==> config.mk <==
export PLATFORM = sky130hd
export DESIGN_NAME = wsht_rect_mem
export DESIGN_NICKNAME = d
export VERILOG_FILES = /design/src/hw/rtl/wsht_rect_mem.sv
export SDC_FILE = /design/constraint.sdc
export NUM_CORES = 1
export LEC_CHECK = 0
export ABC_CLOCK_PERIOD_IN_PS = 5600
export BUFFER_PORTS_ARGS = -buffer_cell sky130_fd_sc_hd__buf_4
export CAP_MARGIN = 20
export CORE_ASPECT_RATIO = 0.8
export CORE_MARGIN = 2
export CORE_UTILIZATION = 50
export DETAILED_ROUTE_END_ITERATION = 7
export GPL_ROUTABILITY_DRIVEN = 1
export MAX_ROUTING_LAYER = met4
export PLACE_DENSITY = 0.69
export SYNTH_ARGS = -nofsm -noshare
export SYNTH_HDL_FRONTEND = slang
export SYNTH_SLANG_ARGS = --single-unit
==> constraint.sdc <==
create_clock -name i_clk -period 5.6 [get_ports i_clk]
set_clock_uncertainty 0.05 [all_clocks]
set_input_delay 0.56 -clock i_clk [delete_from_list [all_inputs] [get_ports i_clk]]
set_output_delay 0.56 -clock i_clk [all_outputs]
set_load 0.05 [all_outputs]
==> src/hw/rtl/wsht_rect_mem.sv <==
// Rectangle store for the window stack hit test block.
// One write port and one registered read port; no package dependencies.
`timescale 1ns / 1ps
`default_nettype none

module wsht_rect_mem #(
    parameter int DEPTH = 16,
    parameter int AW    = 4,
    parameter int DW    = 48
) (
    input  wire logic          i_clk,
    input  wire logic          i_we,
    input  wire logic [AW-1:0] i_waddr,
    input  wire logic [DW-1:0] i_wdata,
    input  wire logic          i_re,
    input  wire logic [AW-1:0] i_raddr,
    output logic      [DW-1:0] o_rdata
);

    logic [DW-1:0] r_mem [0:DEPTH-1];
    logic [DW-1:0] r_rdata;

    always_ff @(posedge i_clk) begin
        if (i_we) begin
            r_mem[i_waddr] <= i_wdata;
        end
    end

    always_ff @(posedge i_clk) begin
        if (i_re) begin
            r_rdata <= r_mem[i_raddr];
        end
    end

    assign o_rdata = r_rdata;

endmodule

`default_nettype wire

==> results of run 1 <==
==> layer usage <==
layer  part of all wire  routed length [um]
met5                  0                   0
met4              0.022                1391
met3              0.068                4321
met2               0.47               29550
met1               0.44               27950
==> kinds of logic after synthesis <==
family | count (synthesis)
buffers and inverters | 63
AND/OR/NAND/NOR | 75
multiplexers | 192
flip-flops | 816
AO/OA/AOI/OAI | 96
==> through the flow <==
stage / area [um2] / hold WS (ns) / worst slack, ns / cells / utilization
CTS: 34500 / 0.1589 / 3.077 / 2230 / 0.5784
detailed placement: 32040 / 0.6789 / 2.437 / 2095 / 0.5370
global placement: 32020 / 0.6736 / 2.463 / 2094 / 0.5367
floorplan: 30180 / 0.6089 / 0.6858 / 1242 / -
finish: 34510 / 0.1924 / 3.092 / 2231 / 0.5784
global route: 34510 / 0.1751 / 2.942 / 2231 / 0.5784
==> worst reg2reg max path, stage by stage (launching register included) <==
cell and delay, ns:
edfxtp_1 0.37, mux4_2 0.49, a22oi_1 0.33, nand2_1 0.18
==> cell usage after synthesis, drive strengths merged <==
| cell | n |
|---|---|
| nor2 | 13 |
| nand2 | 49 |
| nor2b | 2 |
| a22oi | 96 |
| mux4 | 192 |
| or3b | 1 |
| clkbuf | 28 |
| nand2b | 2 |
| nor3 | 4 |
| edfxtp | 816 |
| buf | 35 |
| nand3b | 2 |
| and2 | 1 |
| nand3 | 1 |
==> sequential cells by signal, summed over array words and instances, names as in the netlist <==
register  flops
o_rdata      48
r_mem       768
==> layout make-up <==
type / count / area, um2 / area share
timing repair buffer: 137 / 1067 / 0.03093
antenna: 1 / 2.502 / 0.00007252
tap: 779 / 974.7 / 0.02825
multi-input combinational: 363 / 5492 / 0.1591
clock buffer: 88 / 2053 / 0.05950
clock inverter: 47 / 412.9 / 0.01197
sequential: 816 / 24500 / 0.7101
==> power groups by stage <==
| stage | Sequential (W) | Combinational [W] | Clock (W) |
|---|---|---|---|
| floorplan | 0.00715 | 0.000325 | 0 |
| global placement | 0.00705 | 0.000698 | 0 |
| detailed placement | 0.00705 | 0.000714 | 0 |
| CTS | 0.00692 | 0.000717 | 0.00521 |
| global route | 0.00693 | 0.000755 | 0.00545 |
| finish | 0.00692 | 0.000706 | 0.00513 |
==> worst min-delay path by stage <==
stage | startpoint | endpoint
after global routing | i_wdata[3] | r_mem[11][3]$_DFFE_PP_
after CTS | i_wdata[45] | r_mem[6][45]$_DFFE_PP_
after detailed placement | r_mem[14][16]$_DFFE_PP_ | o_rdata[16]$_DFFE_PP_
after floorplan | i_wdata[0] | r_mem[0][0]$_DFFE_PP_
after global placement | r_mem[15][16]$_DFFE_PP_ | o_rdata[16]$_DFFE_PP_
final | i_wdata[46] | r_mem[1][46]$_DFFE_PP_
==> flow_metrics.py, run 1 <==
metrics = {
    "clock_tree": {
        "ctsHoldBuffers": 0,
        "clock_latency_ns": 0.61,
        "cts_setup_buffers": 0,
        "clkSinkCount": 816,
        "cts.repair.resized": 0,
        "cts_inserted_buffers": 76,
        "clk_pin_slew_ns": 0.07,
        "cts_tree": "yes",
        "clk_path_buf_depth": 3,
        "clock-root-buffer": "clkbuf_16",
        "htree_num_levels": 3,
    },
    "global_routing": {
        "grt_util_met3": 0.04172,
        "top_usage_layer": "met2",
        "grtUsageMet1": 0.3117,
        "use_met2": 0.3135,
        "grt_pass1_wl_um": 93290,
        "grt_pass1_vias": 13900,
        "grt_usage": 0.2132,
        "antenna_found_initial": 2,
        "gr-total-overflow": 0,
        "grt_max_degree": 100,
    },
    "setup_path": {
        "r2r-end": "o_rdata[37]$_DFFE_PP_",
        "crit_type": "in2reg",
        "start_kind": "input pin",
        "path_common_cell": "buf_4",
        "crit_slowest_cell": "nor2_4",
        "r2r-start": "r_mem[3][37]$_DFFE_PP_",
        "crit_family": "simple AND/OR/NAND/NOR gates",
        "critPathRequiredTime_ns": 5.79,
        "startpoint": "i_waddr[2]",
        "max_stage_delay_ns": 0.79,
        "critPathBufInv": 2,
        "rr_worst_depth": 3,
        "endpoint_kind": "flop",
        "crit_arrival_ns": 2.70,
        "path_depth": 4,
        "crit_end": "r_mem[3][21]$_DFFE_PP_",
        "r2r_setup_slack_ns": 3.90,
        "crit_chain": "buf_4 > or3b_2 > nor2_4 > buf_4",
        "cp_max_fo": 26,
    },
    "yosys": {
        "syn-num-nets": 1301,
        "synth_simple_gate_area_frac": 0.01037,
        "synthMuxAreaShare": 0.1433,
        "syn-cell-area_um2": 30180,
        "synth_top_family_by_area": "multiplexers",
        "synth_top_area_share": 0.8120,
        "synth-compound-area-share": 0.02388,
        "syn_inst": 1242,
        "yosys.area.top_type": "edfxtp_1",
        "yosysSeqAreaShare": 0.8120,
        "ys_top_cells_by_area": "edfxtp_1 81%, mux4_2 14%, a22oi_1 2.4%",
        "synthAdderAreaFrac": 0,
        "syn_avg_cell_area_um2": 24.30,
        "ys_ff_latch": 816,
        "ys_types": 16,
        "ys_warn_count": 0,
        "synth-xor-area-share": 0,
    },
    "power_and_ir_drop": {
        "power.total_w": 0.01275,
        "combPwrFrac": 0.055,
        "internal_power_w": 0.01013,
        "p_leak_nw": 10.98,
        "p_switching_w": 0.002628,
        "power.share.clock": 0.402,
        "power_density_nw_per_um2": 369.6,
        "swShare": 0.2060,
        "ir_drop_mv": 0.2295,
        "p_seq_frac": 0.543,
    },
    "sta": {
        "setup_tns_ns": 0,
        "slew_violations": 0,
        "finalCritPeriodShare": 0.4479,
        "worstMarginPinSlew_ns": 1.075,
        "max_freq_mhz": 398.7,
        "period_needed_ns": 2.508,
        "rsz0062_at_grt": "no",
        "hold_violations": 0,
        "setup_violations": 0,
        "slew-limit-headroom": 0.2816,
    },
    "layout": {
        "fill_cells": 4192,
        "final_common_cell": "edfxtp_1",
        "mostFrequentLayoutCells": "816 x edfxtp_1, 192 x mux4_2, 133 x buf_4, 96 x a22oi_1, 81 x clkbuf_16",
        "area_growth_pct": 14.35,
        "fin_nets": 1453,
        "drive_gt1_frac": 0.3122,
    },
    "die": {
        "chipHeight_um": 223.7,
        "start_util": 0.5058,
        "core_area_um2": 59660,
        "dieArea_um2": 62340,
        "die_w_um": 278.7,
        "io_pins": 107,
        "rows": 80,
    },
    "outcome": {
        "status": "finished, final reports clean",
    },
    "routing": {
        "remaining_drc_errors": 0,
        "vias_per_cell": 6.123,
        "first_pass_iters": 5,
        "routed_wl_um": 63210,
        "ant_nets": 0,
        "vias": 13660,
        "wl_per_cell_um": 28.33,
        "drt_iter0_drc": 1603,
    },
    "job": {
        "drv_cap": 0,
    },
    "placement": {
        "port_buffers": 106,
        "globalplace.congestion": 0.7298,
        "hpwlAfterDp_um": 31660,
    },
    "hold_path": {
        "holdPathStages": 1,
        "worstHoldPathType": "in2reg",
    },
}
Note: power is estimated with default switching activity, not from simulation.
==> run 2: changes to the inputs <==
--- a/config.mk
+++ b/config.mk
@@ -5,7 +5,7 @@
 export SDC_FILE = /design/constraint.sdc
 export NUM_CORES = 1
 export LEC_CHECK = 0
-export ABC_CLOCK_PERIOD_IN_PS = 5600
+export ABC_CLOCK_PERIOD_IN_PS = 2400
 export BUFFER_PORTS_ARGS = -buffer_cell sky130_fd_sc_hd__buf_4
 export CAP_MARGIN = 20
 export CORE_ASPECT_RATIO = 0.8
==> constraint.sdc (replaced) <==
create_clock -name i_clk -period 2.4 [get_ports i_clk]
set_clock_uncertainty 0.05 [all_clocks]
set_input_delay 0.24 -clock i_clk [delete_from_list [all_inputs] [get_ports i_clk]]
set_output_delay 0.24 -clock i_clk [all_outputs]
set_load 0.05 [all_outputs]
==> run 2 against run 1 <==
  * Power up 130%
  * Global-route usage grew 0.38 points
  * Critical path type is now reg2out
  * Worst setup slack lost 2.3 ns
  * Register-to-register slack worse by 3.0 ns
  * Utilization grew 1.7 points
  * Via count rose by 2.1%
  * Largest power group unchanged
  * Clock power rose by 120%
  * Non-clock buffer count rose by 77
==> flow_metrics.py, run 2 (synthesized netlist as in run 1, its figures left out) <==
metrics = {
    "routing": {
        "ant_nets": 0,
        "drt_iter0_drc": 1452,
        "vias_per_cell": 6.033,
        "wl_per_cell_um": 27.79,
        "vias": 13950,
        "routed_wl_um": 64260,
        "first_pass_iters": 5,
        "remaining_drc_errors": 0,
    },
    "global_routing": {
        "grt_pass1_wl_um": 94850,
        "grt_max_degree": 49,
        "gr-total-overflow": 0,
        "grt_usage": 0.2170,
        "grt_pass1_vias": 14480,
        "antenna_found_initial": 3,
    },
    "clock_tree": {
        "cts_tree": "yes",
        "clk_path_buf_depth": 3,
        "clock-root-buffer": "clkbuf_16",
        "cts_inserted_buffers": 76,
        "clock_latency_ns": 0.61,
        "clkSinkCount": 816,
        "htree_num_levels": 3,
        "cts_setup_buffers": 0,
        "clk_pin_slew_ns": 0.06,
    },
    "power_and_ir_drop": {
        "internal_power_w": 0.02322,
        "ir_drop_mv": 0.5185,
        "p_switching_w": 0.006170,
        "p_seq_frac": 0.550,
        "swShare": 0.2099,
        "power.share.clock": 0.390,
        "p_leak_nw": 11.37,
        "power_density_nw_per_um2": 827.7,
        "combPwrFrac": 0.060,
    },
    "sta": {
        "worstMarginPinSlew_ns": 0.8572,
        "hold_violations": 0,
        "max_freq_mhz": 610.5,
        "slew_violations": 0,
        "slew-limit-headroom": 0.4273,
        "setup_ws_ns": 0.7621,
        "finalCritPeriodShare": 0.6825,
        "rsz0062_at_grt": "no",
        "period_needed_ns": 1.638,
        "setup_violations": 0,
    },
    "die": {
        "start_util": 0.5058,
        "rows": 80,
        "io_pins": 107,
        "die_w_um": 278.7,
        "core_area_um2": 59660,
        "chipHeight_um": 223.7,
        "dieArea_um2": 62340,
    },
    "layout": {
        "largest_register_ffs": 768,
        "mostFrequentLayoutCells": "816 x edfxtp_1, 192 x mux4_2, 131 x buf_4, 96 x a22oi_1, 79 x clkbuf_16",
        "stdcell_area_um2": 35520,
        "fin_util": 0.5953,
        "final_common_cell": "edfxtp_1",
        "fill_cells": 4101,
        "area_growth_pct": 17.70,
        "regMostFlops": "r_mem",
        "drive_gt1_frac": 0.3139,
        "fin_nets": 1530,
        "multi_input_area_um2": 5519,
        "seqCellArea_um2": 24500,
    },
    "placement": {
        "globalplace.congestion": 0.7131,
        "pre_cts_ws_ns": 0.2895,
        "post_dp_cell_area_um2": 32670,
        "port_buffers": 106,
        "hpwlAfterDp_um": 32170,
    },
    "setup_path": {
        "r2r-end": "o_rdata[24]$_DFFE_PP_",
        "rr_worst_depth": 3,
        "critPathRequiredTime_ns": 2.11,
        "r2r-start": "r_mem[11][24]$_DFFE_PP_",
        "critPathBufInv": 1,
        "startpoint": "o_rdata[40]$_DFFE_PP_",
        "endpoint_kind": "primary output",
        "max_stage_delay_ns": 0.49,
        "crit_type": "reg2out",
        "start_kind": "flop",
        "r2r_setup_slack_ns": 0.91,
        "crit_arrival_ns": 1.35,
        "crit_chain": "buf_4",
        "path_depth": 1,
        "cp_max_fo": 1,
        "crit_slowest_cell": "edfxtp_1",
        "crit_end": "o_rdata[40]",
        "crit_family": "flip-flops",
    },
    "job": {
        "drv_cap": 0,
    },
    "outcome": {
        "status": "finished, final reports clean",
    },
    "hold_path": {
        "worstHoldPathType": "in2reg",
    },
}
run 2: cell types whose count changed in the layout (fill, tap and decap cells not counted), moves of 2 or more:
cell | before | now
inv_6 | 0 | 2
clkbuf_1 | 7 | 15
buf_4 | 133 | 131
diode_2 | 1 | 4
bufinv_16 | 8 | 4
clkinv_8 | 0 | 2
clkinv_1 | 25 | 20
nor3_2 | 4 | 0
nor3_4 | 0 | 4
clkinvlp_4 | 1 | 4
clkbuf_16 | 81 | 79
clkinv_2 | 12 | 10
dlygate4sd3_1 | 0 | 48
buf_12 | 2 | 33
run 2: power groups by stage:
stage | registers, W | clock network (W) | logic (W)
after floorplan | 0.0167 | 0 | 0.000761
after global placement | 0.0164 | 0 | 0.00169
after detailed placement | 0.0165 | 0 | 0.00172
after CTS | 0.0162 | 0.0117 | 0.00179
after global routing | 0.0162 | 0.0122 | 0.00189
final | 0.0162 | 0.0115 | 0.00177
run 2: metal layers:
metal	up-vias	GRT usage	share of wire
li1	5826	-	-
met1	7432	0.3068	0.42
met2	597	0.3336	0.49
met3	93	0.04057	0.075
met4	0	0.05186	0.018
met5	-	-	0
run 2: how the worst min path moves through the flow:
stage                start                      end  slack (ns)  cells after the start
4_1_cts         i_waddr[1]   r_mem[4][47]$_DFFE_PP_        0.03                      2
3_5_place_dp   i_wdata[31]  r_mem[15][31]$_DFFE_PP_        0.49                      1
5_1_grt               i_re     o_rdata[9]$_DFFE_PP_        0.04                      1
3_3_place_gp   i_wdata[41]   r_mem[6][41]$_DFFE_PP_        0.48                      1
6_report              i_re     o_rdata[6]$_DFFE_PP_        0.06                      1
2_1_floorplan   i_wdata[0]    r_mem[0][0]$_DFFE_PP_        0.29                      0
run 2: what timing repair did:
item,in CTS,in global routing
hold buffers,48,0
hold endpoints to repair,768,0
resized for setup,0,0
setup endpoints to repair,0,0
run 2: cell type report:
cell class,count,share of cell area
Timing Repair Buffer,214,0.06056
Clock inverter,42,0.009159
Sequential cell,816,0.6899
Tap cell,779,0.02744
Antenna cell,4,0.0002818
Clock buffer,94,0.05725
Multi-Input combinational cell,363,0.1554
run 2: per-stage QoR:
| stage | TNS [ns] | std cells | hold slack, ns | power (W) |
|---|---|---|---|---|
| floorplan | -298.86 | 1242 | 0.2889 | 0.01743 |
| global placement | 0 | 2124 | 0.4787 | 0.01813 |
| detailed placement | 0 | 2124 | 0.4884 | 0.01818 |
| CTS | 0 | 2308 | 0.03318 | 0.02962 |
| global route | 0 | 2311 | 0.03650 | 0.03028 |
| finish | 0 | 2312 | 0.06109 | 0.02940 |
